`config.mk`:
```
export PLATFORM = sky130hd
export DESIGN_NAME = bounded_positional_list_top
export DESIGN_NICKNAME = d
export VERILOG_FILES = /design/src/hw/rtl/bpl_pkg.sv /design/src/hw/rtl/bounded_positional_list_top.sv /design/src/hw/rtl/bpl_cell.sv /design/src/hw/rtl/bpl_decode.sv
export SDC_FILE = /design/constraint.sdc
export NUM_CORES = 1
export LEC_CHECK = 0
export ABC_CLOCK_PERIOD_IN_PS = 4540
export BUFFER_PORTS_ARGS = -buffer_cell sky130_fd_sc_hd__buf_4
export CAP_MARGIN = 20
export CORE_AREA = 10 10 157 159
export CTS_CLUSTER_DIAMETER = 60
export DETAILED_ROUTE_END_ITERATION = 6
export DIE_AREA = 0 0 167 169
export PLACE_DENSITY = 0.73
export SLEW_MARGIN = 40
export SYNTH_ARGS = -nofsm -noshare
export SYNTH_HDL_FRONTEND = slang
export SYNTH_SLANG_ARGS = --single-unit
```
`constraint.sdc`:
```
create_clock -name clk_i -period 4.54 [get_ports clk_i]
set_input_delay 1.362 -clock clk_i [delete_from_list [all_inputs] [get_ports clk_i]]
set_output_delay 1.362 -clock clk_i [all_outputs]
set_load 0.05 [all_outputs]
```
`src/hw/rtl/bpl_pkg.sv`:
```
// ----------------------------------------------------------------------------
// bounded positional list package
// request and response types, operation and status codes, cell control
// ----------------------------------------------------------------------------
package bpl_pkg;

  localparam int CapacityDef   = 4;
  localparam int ValueWidthDef = 32;
  // slot index width wide enough for the largest supported capacity
  localparam int IdxW          = 6;

  typedef enum logic [3:0] {
    OP_INS_FIRST = 4'd0,
    OP_INS_LAST  = 4'd1,
    OP_UPD_FIRST = 4'd2,
    OP_UPD_LAST  = 4'd3,
    OP_DEL_FIRST = 4'd4,
    OP_DEL_LAST  = 4'd5,
    OP_INS_AFTER = 4'd6,
    OP_UPD_AFTER = 4'd7,
    OP_DEL_AFTER = 4'd8
  } op_e;

  typedef enum logic [1:0] {
    ST_OK        = 2'd0,
    ST_FULL      = 2'd1,
    ST_EMPTY     = 2'd2,
    ST_BAD_INDEX = 2'd3
  } status_e;

  typedef enum logic [1:0] {
    ACT_HOLD   = 2'd0,
    ACT_INSERT = 2'd1,
    ACT_WRITE  = 2'd2,
    ACT_REMOVE = 2'd3
  } act_e;

  typedef struct packed {
    logic [3:0]  operation;
    logic [2:0]  position;
    logic [31:0] item_value;
  } in_t;

  typedef struct packed {
    logic [1:0]  status;
    logic [31:0] old_value;
    logic [2:0]  length;
  } out_t;

  // broadcast to every cell of the chain
  typedef struct packed {
    act_e            action;
    logic [IdxW-1:0] at;
  } ctl_t;

endpackage

```
`src/hw/rtl/bounded_positional_list_top.sv`:
```
// ----------------------------------------------------------------------------
// bounded positional list
// ordered list of up to CAPACITY words with insert/update/delete at either end
// or just after an index
// ----------------------------------------------------------------------------
// usage
//   in channel: in_valid_i / in_stall_o carry one request (operation,
//   position, item_value). out channel: out_valid_o / out_stall_i carry one
//   response (status, old_value, length) for every request.
//   latency: a request accepted at one edge has its response on the output
//   register from the next cycle on.
//   throughput: one request per cycle unless stalled. the list lives in a
//   chain of cells, one slot each; every cell picks its next value from
//   itself, its left or right neighbor or the request word in the same
//   cycle, so the whole shift happens at once and nothing iterates.
//   stall: while a response waits with out_stall_i high, in_stall_o is high
//   and the list state holds; the response stays unchanged until taken.
//   reset: the entry count goes to zero and no response is pending; the slot
//   words are not cleared, since only slots below the count are ever read.
// ----------------------------------------------------------------------------
module bounded_positional_list_top #(
  parameter int CAPACITY    = bpl_pkg::CapacityDef,
  parameter int VALUE_WIDTH = bpl_pkg::ValueWidthDef
) (
  input  logic         clk_i,
  input  logic         rst_ni,
  input  logic         in_valid_i,
  output logic         in_stall_o,
  input  bpl_pkg::in_t in_req_i,
  output logic         out_valid_o,
  input  logic         out_stall_i,
  output bpl_pkg::out_t out_rsp_o
);

  localparam int CW  = $clog2(CAPACITY + 1);
  localparam int EW  = (VALUE_WIDTH > 32) ? VALUE_WIDTH : 32;
  localparam int LW  = (CW > 3) ? CW : 3;

  // entry count and output register
  logic [CW-1:0]    count_q, count_d;
  logic             out_valid_q;
  bpl_pkg::out_t    rsp_q;

  // decode results
  bpl_pkg::ctl_t    dec_ctl, cell_ctl;
  bpl_pkg::status_e dec_status;
  logic             accept;

  // chain wiring
  logic [VALUE_WIDTH-1:0] value_in;
  logic [VALUE_WIDTH-1:0] slot_w [CAPACITY];
  logic [VALUE_WIDTH-1:0] pick_w [CAPACITY+1];

  logic [EW-1:0]    old_wide;
  logic [LW-1:0]    len_wide;
  logic [31:0]      old_value;

  // a new request goes in unless a response is held by the receiver
  assign in_stall_o = out_valid_q && out_stall_i;
  assign accept     = in_valid_i && !in_stall_o;

  // the request word is cut or zero-extended to the slot width
  assign value_in = VALUE_WIDTH'(in_req_i.item_value);

  bpl_decode #(
    .CAPACITY (CAPACITY)
  ) u_decode (
    .req_i    (in_req_i),
    .count_i  (count_q),
    .ctl_o    (dec_ctl),
    .status_o (dec_status),
    .count_o  (count_d)
  );

  // cells only move on an accepted request
  always_comb begin
    cell_ctl = dec_ctl;
    if (!accept) begin
      cell_ctl.action = bpl_pkg::ACT_HOLD;
    end
  end

  assign pick_w[0] = '0;

  for (genvar i = 0; i < CAPACITY; i++) begin : g_cell
    logic [VALUE_WIDTH-1:0] left_v, right_v;

    // end cells see the request word / zero where no neighbor exists;
    // the decode never asks the first cell to shift from there; a remove shifts zero into the last
    if (i == 0) begin : g_first
      assign left_v = value_in;
    end else begin : g_left
      assign left_v = slot_w[i-1];
    end
    if (i == CAPACITY - 1) begin : g_last
      assign right_v = '0;
    end else begin : g_right
      assign right_v = slot_w[i+1];
    end

    bpl_cell #(
      .VALUE_WIDTH (VALUE_WIDTH),
      .INDEX       (i)
    ) u_cell (
      .clk_i   (clk_i),
      .ctl_i   (cell_ctl),
      .value_i (value_in),
      .left_i  (left_v),
      .right_i (right_v),
      .pick_i  (pick_w[i]),
      .slot_o  (slot_w[i]),
      .pick_o  (pick_w[i+1])
    );
  end

  // old value only reported for a successful update or delete
  assign old_wide  = EW'(pick_w[CAPACITY]);
  assign old_value = ((dec_ctl.action == bpl_pkg::ACT_WRITE) ||
                      (dec_ctl.action == bpl_pkg::ACT_REMOVE)) ? old_wide[31:0] : '0;
  assign len_wide  = LW'(count_d);

  always_ff @(posedge clk_i or negedge rst_ni) begin
    if (!rst_ni) begin
      count_q     <= '0;
      out_valid_q <= 1'b0;
    end else if (accept) begin
      count_q     <= count_d;
      out_valid_q <= 1'b1;
    end else if (!out_stall_i) begin
      out_valid_q <= 1'b0;
    end
  end

  // response payload, no reset needed
  always_ff @(posedge clk_i) begin
    if (accept) begin
      rsp_q.status    <= dec_status;
      rsp_q.old_value <= old_value;
      rsp_q.length    <= len_wide[2:0];
    end
  end

  assign out_valid_o = out_valid_q;
  assign out_rsp_o   = rsp_q;

endmodule

```
`src/hw/rtl/bpl_cell.sv`:
```
// ----------------------------------------------------------------------------
// bounded positional list cell
// one slot of the list; shifts toward or from its neighbors on insert/remove
// ----------------------------------------------------------------------------
module bpl_cell #(
  parameter int VALUE_WIDTH = bpl_pkg::ValueWidthDef,
  parameter int INDEX       = 0
) (
  input  logic                   clk_i,
  input  bpl_pkg::ctl_t          ctl_i,
  input  logic [VALUE_WIDTH-1:0] value_i,
  input  logic [VALUE_WIDTH-1:0] left_i,
  input  logic [VALUE_WIDTH-1:0] right_i,
  input  logic [VALUE_WIDTH-1:0] pick_i,
  output logic [VALUE_WIDTH-1:0] slot_o,
  output logic [VALUE_WIDTH-1:0] pick_o
);

  localparam logic [bpl_pkg::IdxW-1:0] MyIdx = bpl_pkg::IdxW'(INDEX);

  logic [VALUE_WIDTH-1:0] slot_q, slot_d;
  logic                   hit, above;

  assign hit   = (ctl_i.at == MyIdx);
  assign above = (ctl_i.at < MyIdx);

  always_comb begin
    slot_d = slot_q;
    case (ctl_i.action)
      bpl_pkg::ACT_INSERT: begin
        if (hit) begin
          slot_d = value_i;
        end else if (above) begin
          slot_d = left_i;
        end
      end
      bpl_pkg::ACT_WRITE: begin
        if (hit) begin
          slot_d = value_i;
        end
      end
      bpl_pkg::ACT_REMOVE: begin
        if (hit || above) begin
          slot_d = right_i;
        end
      end
      default: slot_d = slot_q;
    endcase
  end

  always_ff @(posedge clk_i) begin
    slot_q <= slot_d;
  end

  // old value travels down the chain, picked up by the addressed cell
  assign pick_o = pick_i | (hit ? slot_q : '0);
  assign slot_o = slot_q;

endmodule

```
`src/hw/rtl/bpl_decode.sv`:
```
// ----------------------------------------------------------------------------
// bounded positional list decode
// checks a request against the entry count and forms the cell control
// ----------------------------------------------------------------------------
module bpl_decode #(
  parameter int CAPACITY = bpl_pkg::CapacityDef,
  localparam int CW      = $clog2(CAPACITY + 1)
) (
  input  bpl_pkg::in_t      req_i,
  input  logic [CW-1:0]     count_i,
  output bpl_pkg::ctl_t     ctl_o,
  output bpl_pkg::status_e  status_o,
  output logic [CW-1:0]     count_o
);

  localparam int CmpW = (CW > 4) ? CW : 4;

  logic            full, empty;
  logic [CmpW-1:0] pos_x, pos_inc, cnt_x;
  logic [CW-1:0]   last_idx;

  assign full     = (count_i == CW'(CAPACITY));
  assign empty    = (count_i == '0);
  assign pos_x    = CmpW'(req_i.position);
  assign pos_inc  = pos_x + CmpW'(1);
  assign cnt_x    = CmpW'(count_i);
  assign last_idx = count_i - CW'(1);

  always_comb begin
    ctl_o.action = bpl_pkg::ACT_HOLD;
    ctl_o.at     = '0;
    status_o     = bpl_pkg::ST_OK;
    count_o      = count_i;
    case (req_i.operation)
      bpl_pkg::OP_INS_FIRST, bpl_pkg::OP_INS_LAST: begin
        if (full) begin
          status_o = bpl_pkg::ST_FULL;
        end else begin
          ctl_o.action = bpl_pkg::ACT_INSERT;
          ctl_o.at     = (req_i.operation == bpl_pkg::OP_INS_FIRST) ?
                         '0 : bpl_pkg::IdxW'(count_i);
          count_o      = count_i + CW'(1);
        end
      end
      bpl_pkg::OP_UPD_FIRST, bpl_pkg::OP_UPD_LAST: begin
        if (empty) begin
          status_o = bpl_pkg::ST_EMPTY;
        end else begin
          ctl_o.action = bpl_pkg::ACT_WRITE;
          ctl_o.at     = (req_i.operation == bpl_pkg::OP_UPD_FIRST) ?
                         '0 : bpl_pkg::IdxW'(last_idx);
        end
      end
      bpl_pkg::OP_DEL_FIRST, bpl_pkg::OP_DEL_LAST: begin
        if (empty) begin
          status_o = bpl_pkg::ST_EMPTY;
        end else begin
          ctl_o.action = bpl_pkg::ACT_REMOVE;
          ctl_o.at     = (req_i.operation == bpl_pkg::OP_DEL_FIRST) ?
                         '0 : bpl_pkg::IdxW'(last_idx);
          count_o      = last_idx;
        end
      end
      bpl_pkg::OP_INS_AFTER: begin
        if (full) begin
          status_o = bpl_pkg::ST_FULL;
        end else if (pos_x >= cnt_x) begin
          status_o = bpl_pkg::ST_BAD_INDEX;
        end else begin
          ctl_o.action = bpl_pkg::ACT_INSERT;
          ctl_o.at     = bpl_pkg::IdxW'(pos_inc);
          count_o      = count_i + CW'(1);
        end
      end
      bpl_pkg::OP_UPD_AFTER, bpl_pkg::OP_DEL_AFTER: begin
        if (pos_inc >= cnt_x) begin
          status_o = bpl_pkg::ST_BAD_INDEX;
        end else if (req_i.operation == bpl_pkg::OP_UPD_AFTER) begin
          ctl_o.action = bpl_pkg::ACT_WRITE;
          ctl_o.at     = bpl_pkg::IdxW'(pos_inc);
        end else begin
          ctl_o.action = bpl_pkg::ACT_REMOVE;
          ctl_o.at     = bpl_pkg::IdxW'(pos_inc);
          count_o      = last_idx;
        end
      end
      default: begin
        // undefined codes leave the list as it is and report ok
        ctl_o.action = bpl_pkg::ACT_HOLD;
      end
    endcase
  end

endmodule

```
==> results of run 1 <==
-- registers in the layout, summed over array words and instances (netlist names) --
signal                count
out_valid_o               1
g_cell.u_cell.slot_o    128
out_rsp_o                37
count_q                   3
-- synth_stat cells, types with 2 or more instances --
| master | number | area, sq um |
|---|---|---|
| o31ai_1 | 32 | 240 |
| edfxtp_1 | 165 | 4950 |
| buf_1 | 5 | 18.8 |
| xnor2_1 | 3 | 26.3 |
| a31oi_1 | 65 | 407 |
| mux2_2 | 33 | 372 |
| nor3_2 | 2 | 20.0 |
| o211ai_1 | 33 | 248 |
| xor2_1 | 3 | 26.3 |
| nand3_1 | 65 | 325 |
| a22o_1 | 64 | 561 |
| nor2b_1 | 67 | 419 |
| buf_6 | 5 | 56.3 |
| o21ai_0 | 73 | 365 |
| nor2_1 | 7 | 26.3 |
| o221ai_1 | 2 | 17.5 |
| nor3_1 | 3 | 15.0 |
| and3_1 | 33 | 206 |
| a21oi_1 | 80 | 400 |
| nor2_2 | 2 | 12.5 |
| a211oi_1 | 98 | 736 |
| a21o_1 | 3 | 22.5 |
| nand4_1 | 33 | 206 |
| a21oi_2 | 2 | 17.5 |
| o21ai_1 | 30 | 150 |
| nor3b_1 | 2 | 15.0 |
| or2_2 | 2 | 12.5 |
| ha_1 | 10 | 125 |
| buf_2 | 52 | 260 |
| a22oi_1 | 2 | 15.0 |
| o221ai_2 | 30 | 450 |
| nand2_1 | 45 | 169 |
| nand2b_1 | 3 | 18.8 |
| and2_1 | 3 | 18.8 |
| inv_1 | 39 | 146 |
| buf_4 | 7 | 52.6 |
| dfrtp_1 | 4 | 100 |
| clkbuf_1 | 72 | 270 |
-- per-layer routing --
metal | up-vias | GRT usage (%) | wire [um]
met2 | 751 | 41.0 | 17700
met5 | - | 0 | 0
li1 | 4802 | - | -
met4 | 0 | 10.0 | 980
met3 | 99 | 6.35 | 4460
met1 | 5211 | 34.6 | 15200
-- logic make-up (layout without fill, tap and decap cells) --
| logic type | after synthesis | count (layout) | synth area share, % |
|---|---|---|---|
| multiplexers | 33 | 33 | 3.15 |
| AO/OA/AOI/OAI | 533 | 533 | 32.7 |
| flip-flops | 169 | 169 | 42.9 |
| XOR/XNOR | 6 | 6 | 0.446 |
| AND/OR/NAND/NOR | 272 | 272 | 12.9 |
| buffers and inverters | 181 | 208 | 6.86 |
| adder cells (fa/ha/maj) | 10 | 10 | 1.06 |
-- worst max-delay path: cells and delay by family --
kind	cells	cell delay [ns]
fa+ha+maj	2	0.53
compound gates	6	1.46
buf+inv	2	0.46
xor+xnor	1	0.30
-- how the worst min path moves through the flow --
stage | start | end | slack [ns] | depth (start not counted)
global placement | out_valid_o | out_valid_o | 0.61 | 2
finish | g_cell[1].u_cell.slot_o[10] | g_cell[0].u_cell.slot_o[10] | 0.65 | 1
detailed placement | g_cell[1].u_cell.slot_o[5] | g_cell[0].u_cell.slot_o[5] | 0.63 | 1
global route | g_cell[1].u_cell.slot_o[9] | g_cell[0].u_cell.slot_o[9] | 0.67 | 1
CTS | g_cell[1].u_cell.slot_o[10] | g_cell[0].u_cell.slot_o[10] | 0.65 | 1
floorplan | count_q[0] | count_q[0] | 0.59 | 1
-- area by class of cell --
type	count	area [sq um]
multi-input combinational	854	6070
sequential	169	5050
tap	280	350
clock inverter	15	203
timing repair buffer	136	1170
fill	1750	8130
clock buffer	17	425
inverter	40	150
-- per-stage QoR --
| step | instances | cell area, sq um |
|---|---|---|
| final | 1511 | 13400 |
| after global routing | 1511 | 13400 |
| after CTS | 1511 | 13400 |
| after detailed placement | 1479 | 12800 |
| after global placement | 1479 | 12800 |
| after floorplan | 1204 | 11900 |
-- report_power, final --
| group | switching [mW] | internal, mW |
|---|---|---|
| combinational | 1.73 | 0.821 |
| clock | 0.707 | 0.888 |
| sequential | 0.109 | 2.00 |
| total | 2.55 | 3.71 |
==> impl_metrics.json, run 1 <==
{
  "run_status": "completed",
  "grt_max_degree": 95,
  "htree_levels": 4,
  "synth_warnings": 0,
  "ys_types": 63,
  "antenna_left": 0,
  "mostFrequentLayoutCell": "edfxtp_1",
  "antenna_found_initial": 0,
  "period_share_pct": 87.4,
  "rsz0062_at_grt": "no",
  "syn2layout_area_growth_pct": 13.9,
  "clockBufferDepth": 2,
  "worstSkewPairLatency_ns": 0.44,
  "hold_slack_ns": 0.646,
  "synthArstFlopShare_pct": 2.37,
  "cts_tree": "built",
  "layout_common_cells": "165 x edfxtp_1, 123 x buf_4, 97 x a211oi_1, 76 x a21oi_1, 73 x o21ai_0",
  "reg2regPathDepth": 10,
  "dpl.hpwl_mm": 21.5,
  "crit_required_ns": 4.70,
  "route.detailed.drc": 0,
  "p_per_area_nw_per_um2": 466,
  "grt_pass1_vias": 10600,
  "hp-class": "flop to flop",
  "slew-limit-headroom_pct": 51.8,
  "peakVddDrop_uv": 272,
  "start_kind": "input pin",
  "dpl_worst_slack_ns": 0.127,
  "syn_inst": 1204,
  "postCtsHoldBufs": 0,
  "cts_resized": 0,
  "r2r_end": "g_cell[2].u_cell.slot_o[8]",
  "finalCriticalPeriod_ns": 3.97,
  "fin_nets": 1271,
  "initial_utilization_pct": 54.7,
  "timing.rr.start": "count_q[2]",
  "via_count": 10900,
  "core_area_sq_um": 21600,
  "die-area_sq_um": 28200,
  "cts.clk_slew.worst_paths_ns": 0.07,
  "avgViaCountPerCell": 7.19,
  "die_x_um": 167,
  "slew_violations": 0,
  "synth_area_sq_um": 11800,
  "drt-total-wl_mm": 38.3,
  "drive_gt1_share_pct": 21.8,
  "post-route-util_pct": 62.3,
  "firstDrtPassIters": 7,
  "die_height_um": 169,
  "timing.fmax_mhz": 252,
  "p_leak_nw": 4.46,
  "synth-edff-count": 165,
  "crit_slowest_cell": "buf_4",
  "clock-root-buffer": "clkbuf_16",
  "critPathCaptureType": "flop",
  "crit_fanout": 15,
  "globalRouteOverflowTotal": 0,
  "setup_viol": 0,
  "power_mw": 6.26,
  "io_pins": 82,
  "cts_buffers": 17,
  "critical_path_arrival_ns": 4.13,
  "portBuffers": 81,
  "clkSinkCount": 169,
  "fp-row-count": 54,
  "dr.first_iter.drc_count": 1466,
  "max_stage_delay_ns": 0.34,
  "critPathKind": "input pin to flop",
  "setup.worst_path.start": "in_req_i[32]",
  "final.setup_skew_ns": 0.0106,
  "hold_viol": 0,
  "r2r_slack_ns": 1.24,
  "grt_pass1_wl_mm": 60.4,
  "gp_congestion": 0.847,
  "synth-seq-area-share_pct": 42.9,
  "synth_nets": 1257,
  "synthFlopType": "edfxtp_1",
  "antenna-diode-count": 0,
  "path_cells": "buf_4 > ha_1 > xor2_2 > ha_1 > a21oi_1 > o211a_1 > o2bb2ai_4 > a21oi_4 > o31ai_4 > buf_4 > o221ai_1",
  "worstMarginPinSlew_ns": 0.722,
  "endpoint": "g_cell[3].u_cell.slot_o[17]",
  "finalSetupTns_ns": 0,
  "setup_ws_ns": 0.574,
  "maxCapViolCount": 0,
  "wire_per_inst_um": 25.4,
  "avgSynthCellArea_sq_um": 9.79,
  "postCtsSetupRepairBufs": 0,
  "synth-seq-cells": 169,
  "grt_usage_pct": 26.3
}
Note: power is estimated with default switching activity, not from simulation.
==> run 2, diff against run 1 <==
--- a/config.mk
+++ b/config.mk
@@ -5,14 +5,14 @@
 export SDC_FILE = /design/constraint.sdc
 export NUM_CORES = 1
 export LEC_CHECK = 0
-export ABC_CLOCK_PERIOD_IN_PS = 4540
+export ABC_CLOCK_PERIOD_IN_PS = 4900
 export BUFFER_PORTS_ARGS = -buffer_cell sky130_fd_sc_hd__buf_4
 export CAP_MARGIN = 20
-export CORE_AREA = 10 10 157 159
+export CORE_AREA = 10 10 152 154
 export CTS_CLUSTER_DIAMETER = 60
 export DETAILED_ROUTE_END_ITERATION = 6
-export DIE_AREA = 0 0 167 169
-export PLACE_DENSITY = 0.73
+export DIE_AREA = 0 0 162 164
+export PLACE_DENSITY = 0.75
 export SLEW_MARGIN = 40
 export SYNTH_ARGS = -nofsm -noshare
 export SYNTH_HDL_FRONTEND = slang
==> constraint.sdc (replaced) <==
create_clock -name clk_i -period 4.9 [get_ports clk_i]
set_input_delay 1.47 -clock clk_i [delete_from_list [all_inputs] [get_ports clk_i]]
set_output_delay 1.47 -clock clk_i [all_outputs]
set_load 0.05 [all_outputs]
==> run 2 against run 1 <==
  * Register-to-register slack better by 0.21 ns
  * Sequential share of layout area increased by 0.26 points
  * Flip-flop and latch count stayed put
  * Non-clock buffer count shrank 4
  * Critical path type unchanged
  * Critical endpoint is now g_cell[3].u_cell.slot_o[4]
  * Largest cell class unchanged
==> impl_metrics.json, run 2 (synthesis gave the netlist of run 1 again) <==
{
  "clkSinkCount": 169,
  "route.detailed.drc": 0,
  "start_kind": "input pin",
  "crit_slowest_cell": "buf_4",
  "critical_path_arrival_ns": 4.40,
  "grt_use_met1_pct": 35.1,
  "placed_cells": 1464,
  "cp_common_cell": "buf_4",
  "dr.first_iter.drc_count": 1337,
  "post-route-util_pct": 66.5,
  "grt_max_degree": 79,
  "dpl.hpwl_mm": 21.1,
  "worstMarginPinSlew_ns": 0.776,
  "fin_nets": 1267,
  "clock-root-buffer": "clkbuf_16",
  "postCtsSetupRepairBufs": 0,
  "layout_common_cells": "165 x edfxtp_1, 122 x buf_4, 97 x a211oi_1, 76 x a21oi_1, 73 x o21ai_0",
  "antenna-diode-count": 0,
  "place_area_sq_um": 12700,
  "io_pins": 82,
  "stdcell_count": 1497,
  "slew-limit-headroom_pct": 48.2,
  "final_cell_area_sq_um": 13300,
  "antenna_left": 0,
  "p_per_area_nw_per_um2": 432,
  "worstSkewPairLatency_ns": 0.44,
  "timing.fmax_mhz": 233,
  "setup_viol": 0,
  "drt-total-wl_mm": 37.5,
  "maxCapViolCount": 0,
  "antenna_found_initial": 1,
  "global_route.usage.met3_pct": 6.58,
  "initial_utilization_pct": 58.8,
  "globalRouteOverflowTotal": 0,
  "power_mw": 5.76,
  "max_stage_delay_ns": 0.45,
  "avgViaCountPerCell": 7.32,
  "rsz0062_at_grt": "no",
  "clockBufferDepth": 2,
  "hold_viol": 0,
  "cts_resized": 0,
  "grt_pass1_vias": 10600,
  "finalCriticalPeriod_ns": 4.30,
  "path_cells": "buf_4 > ha_1 > xor2_1 > ha_1 > a21oi_1 > o211ai_1 > o32a_1 > nand2_2 > buf_4 > nand2_1 > a21oi_4 > buf_4",
  "top_usage_layer": "met2",
  "grt.met2_usage_pct": 45.0,
  "fillers": 1607,
  "cts_tree": "built",
  "die-area_sq_um": 26600,
  "critPathKind": "input pin to flop",
  "via_count": 11000,
  "drive_gt1_share_pct": 21.3,
  "cts_buffers": 17,
  "run_status": "completed",
  "hp-class": "flop to flop",
  "wire_per_inst_um": 25.1,
  "postCtsHoldBufs": 0,
  "firstDrtPassIters": 6,
  "period_share_pct": 87.7,
  "gp_congestion": 0.855,
  "die_x_um": 162,
  "cts.clk_slew.worst_paths_ns": 0.07,
  "final.setup_skew_ns": 0.0102,
  "portBuffers": 81,
  "fp-row-count": 52,
  "critPathBufInv": 3,
  "slew_violations": 0,
  "crit_fanout": 40,
  "critPathCaptureType": "flop",
  "largest_register_ffs": 128,
  "crit_family": "buffers and inverters",
  "crit_required_ns": 5.00,
  "htree_levels": 4,
  "grt_pass1_wl_mm": 59.0,
  "mostFrequentLayoutCell": "edfxtp_1",
  "grt_usage_pct": 27.7,
  "core_area_sq_um": 20000,
  "die_height_um": 164,
  "syn2layout_area_growth_pct": 13.1,
  "p_leak_nw": 4.44,
  "finalSetupTns_ns": 0,
  "peakVddDrop_uv": 329
}
-- run 2: worst paths after layout --
kind,startpoint,endpoint,slack [ns],cells past startpoint
worst min register to register,g_cell[1].u_cell.slot_o[25],g_cell[0].u_cell.slot_o[25],0.64,1
max in group asynchronous,rst_ni,count_q[0],3.99,1
worst max-delay path,in_req_i[32],g_cell[3].u_cell.slot_o[4],0.60,12
worst max register to register,count_q[2],g_cell[2].u_cell.slot_o[11],1.45,9
worst min-delay path,g_cell[1].u_cell.slot_o[25],g_cell[0].u_cell.slot_o[25],0.64,1
min in group asynchronous,rst_ni,count_q[2],0.81,1
-- run 2: worst reg2reg max path: stages (launching register included) --
cell and delay (ns):
dfrtp_1 0.51, inv_1 0.19, ha_1 0.33, a21oi_1 0.21
o211ai_2 0.23, nor3_1 0.62, a211o_2 0.50, buf_4 0.38
o31ai_1 0.13, a31oi_1 0.19
-- run 2: power breakdown --
group / leakage (nW) / switching (mW) / internal, mW
logic: 2.56 / 1.58 / 0.744
registers: 1.58 / 0.102 / 1.86
clock network: 0.303 / 0.615 / 0.859
total: 4.44 / 2.30 / 3.46
-- run 2: routing by layer --
layer	wire length, um	vias up	share of wire [%]
met5	13	-	0.035
met4	1140	2	3.0
met3	4410	116	12
met2	17500	773	47
met1	14500	5263	39
li1	-	4797	-
-- run 2: layout make-up --
| type | instances | area (sq um) | share of cell area (%) |
|---|---|---|---|
| Clock buffer | 18 | 429 | 3.22 |
| Tap cell | 270 | 338 | 2.53 |
| Clock inverter | 14 | 196 | 1.47 |
| Sequential cell | 169 | 5050 | 37.9 |
| Inverter | 40 | 150 | 1.13 |
| Multi-Input combinational cell | 854 | 6060 | 45.4 |
| Timing Repair Buffer | 132 | 1110 | 8.31 |
-- run 2: per-stage QoR --
stage	setup WS, ns	hold slack, ns
floorplan	0.0577	0.587
global placement	0.313	0.610
detailed placement	0.250	0.621
CTS	0.677	0.644
global route	0.427	0.670
finish	0.604	0.639
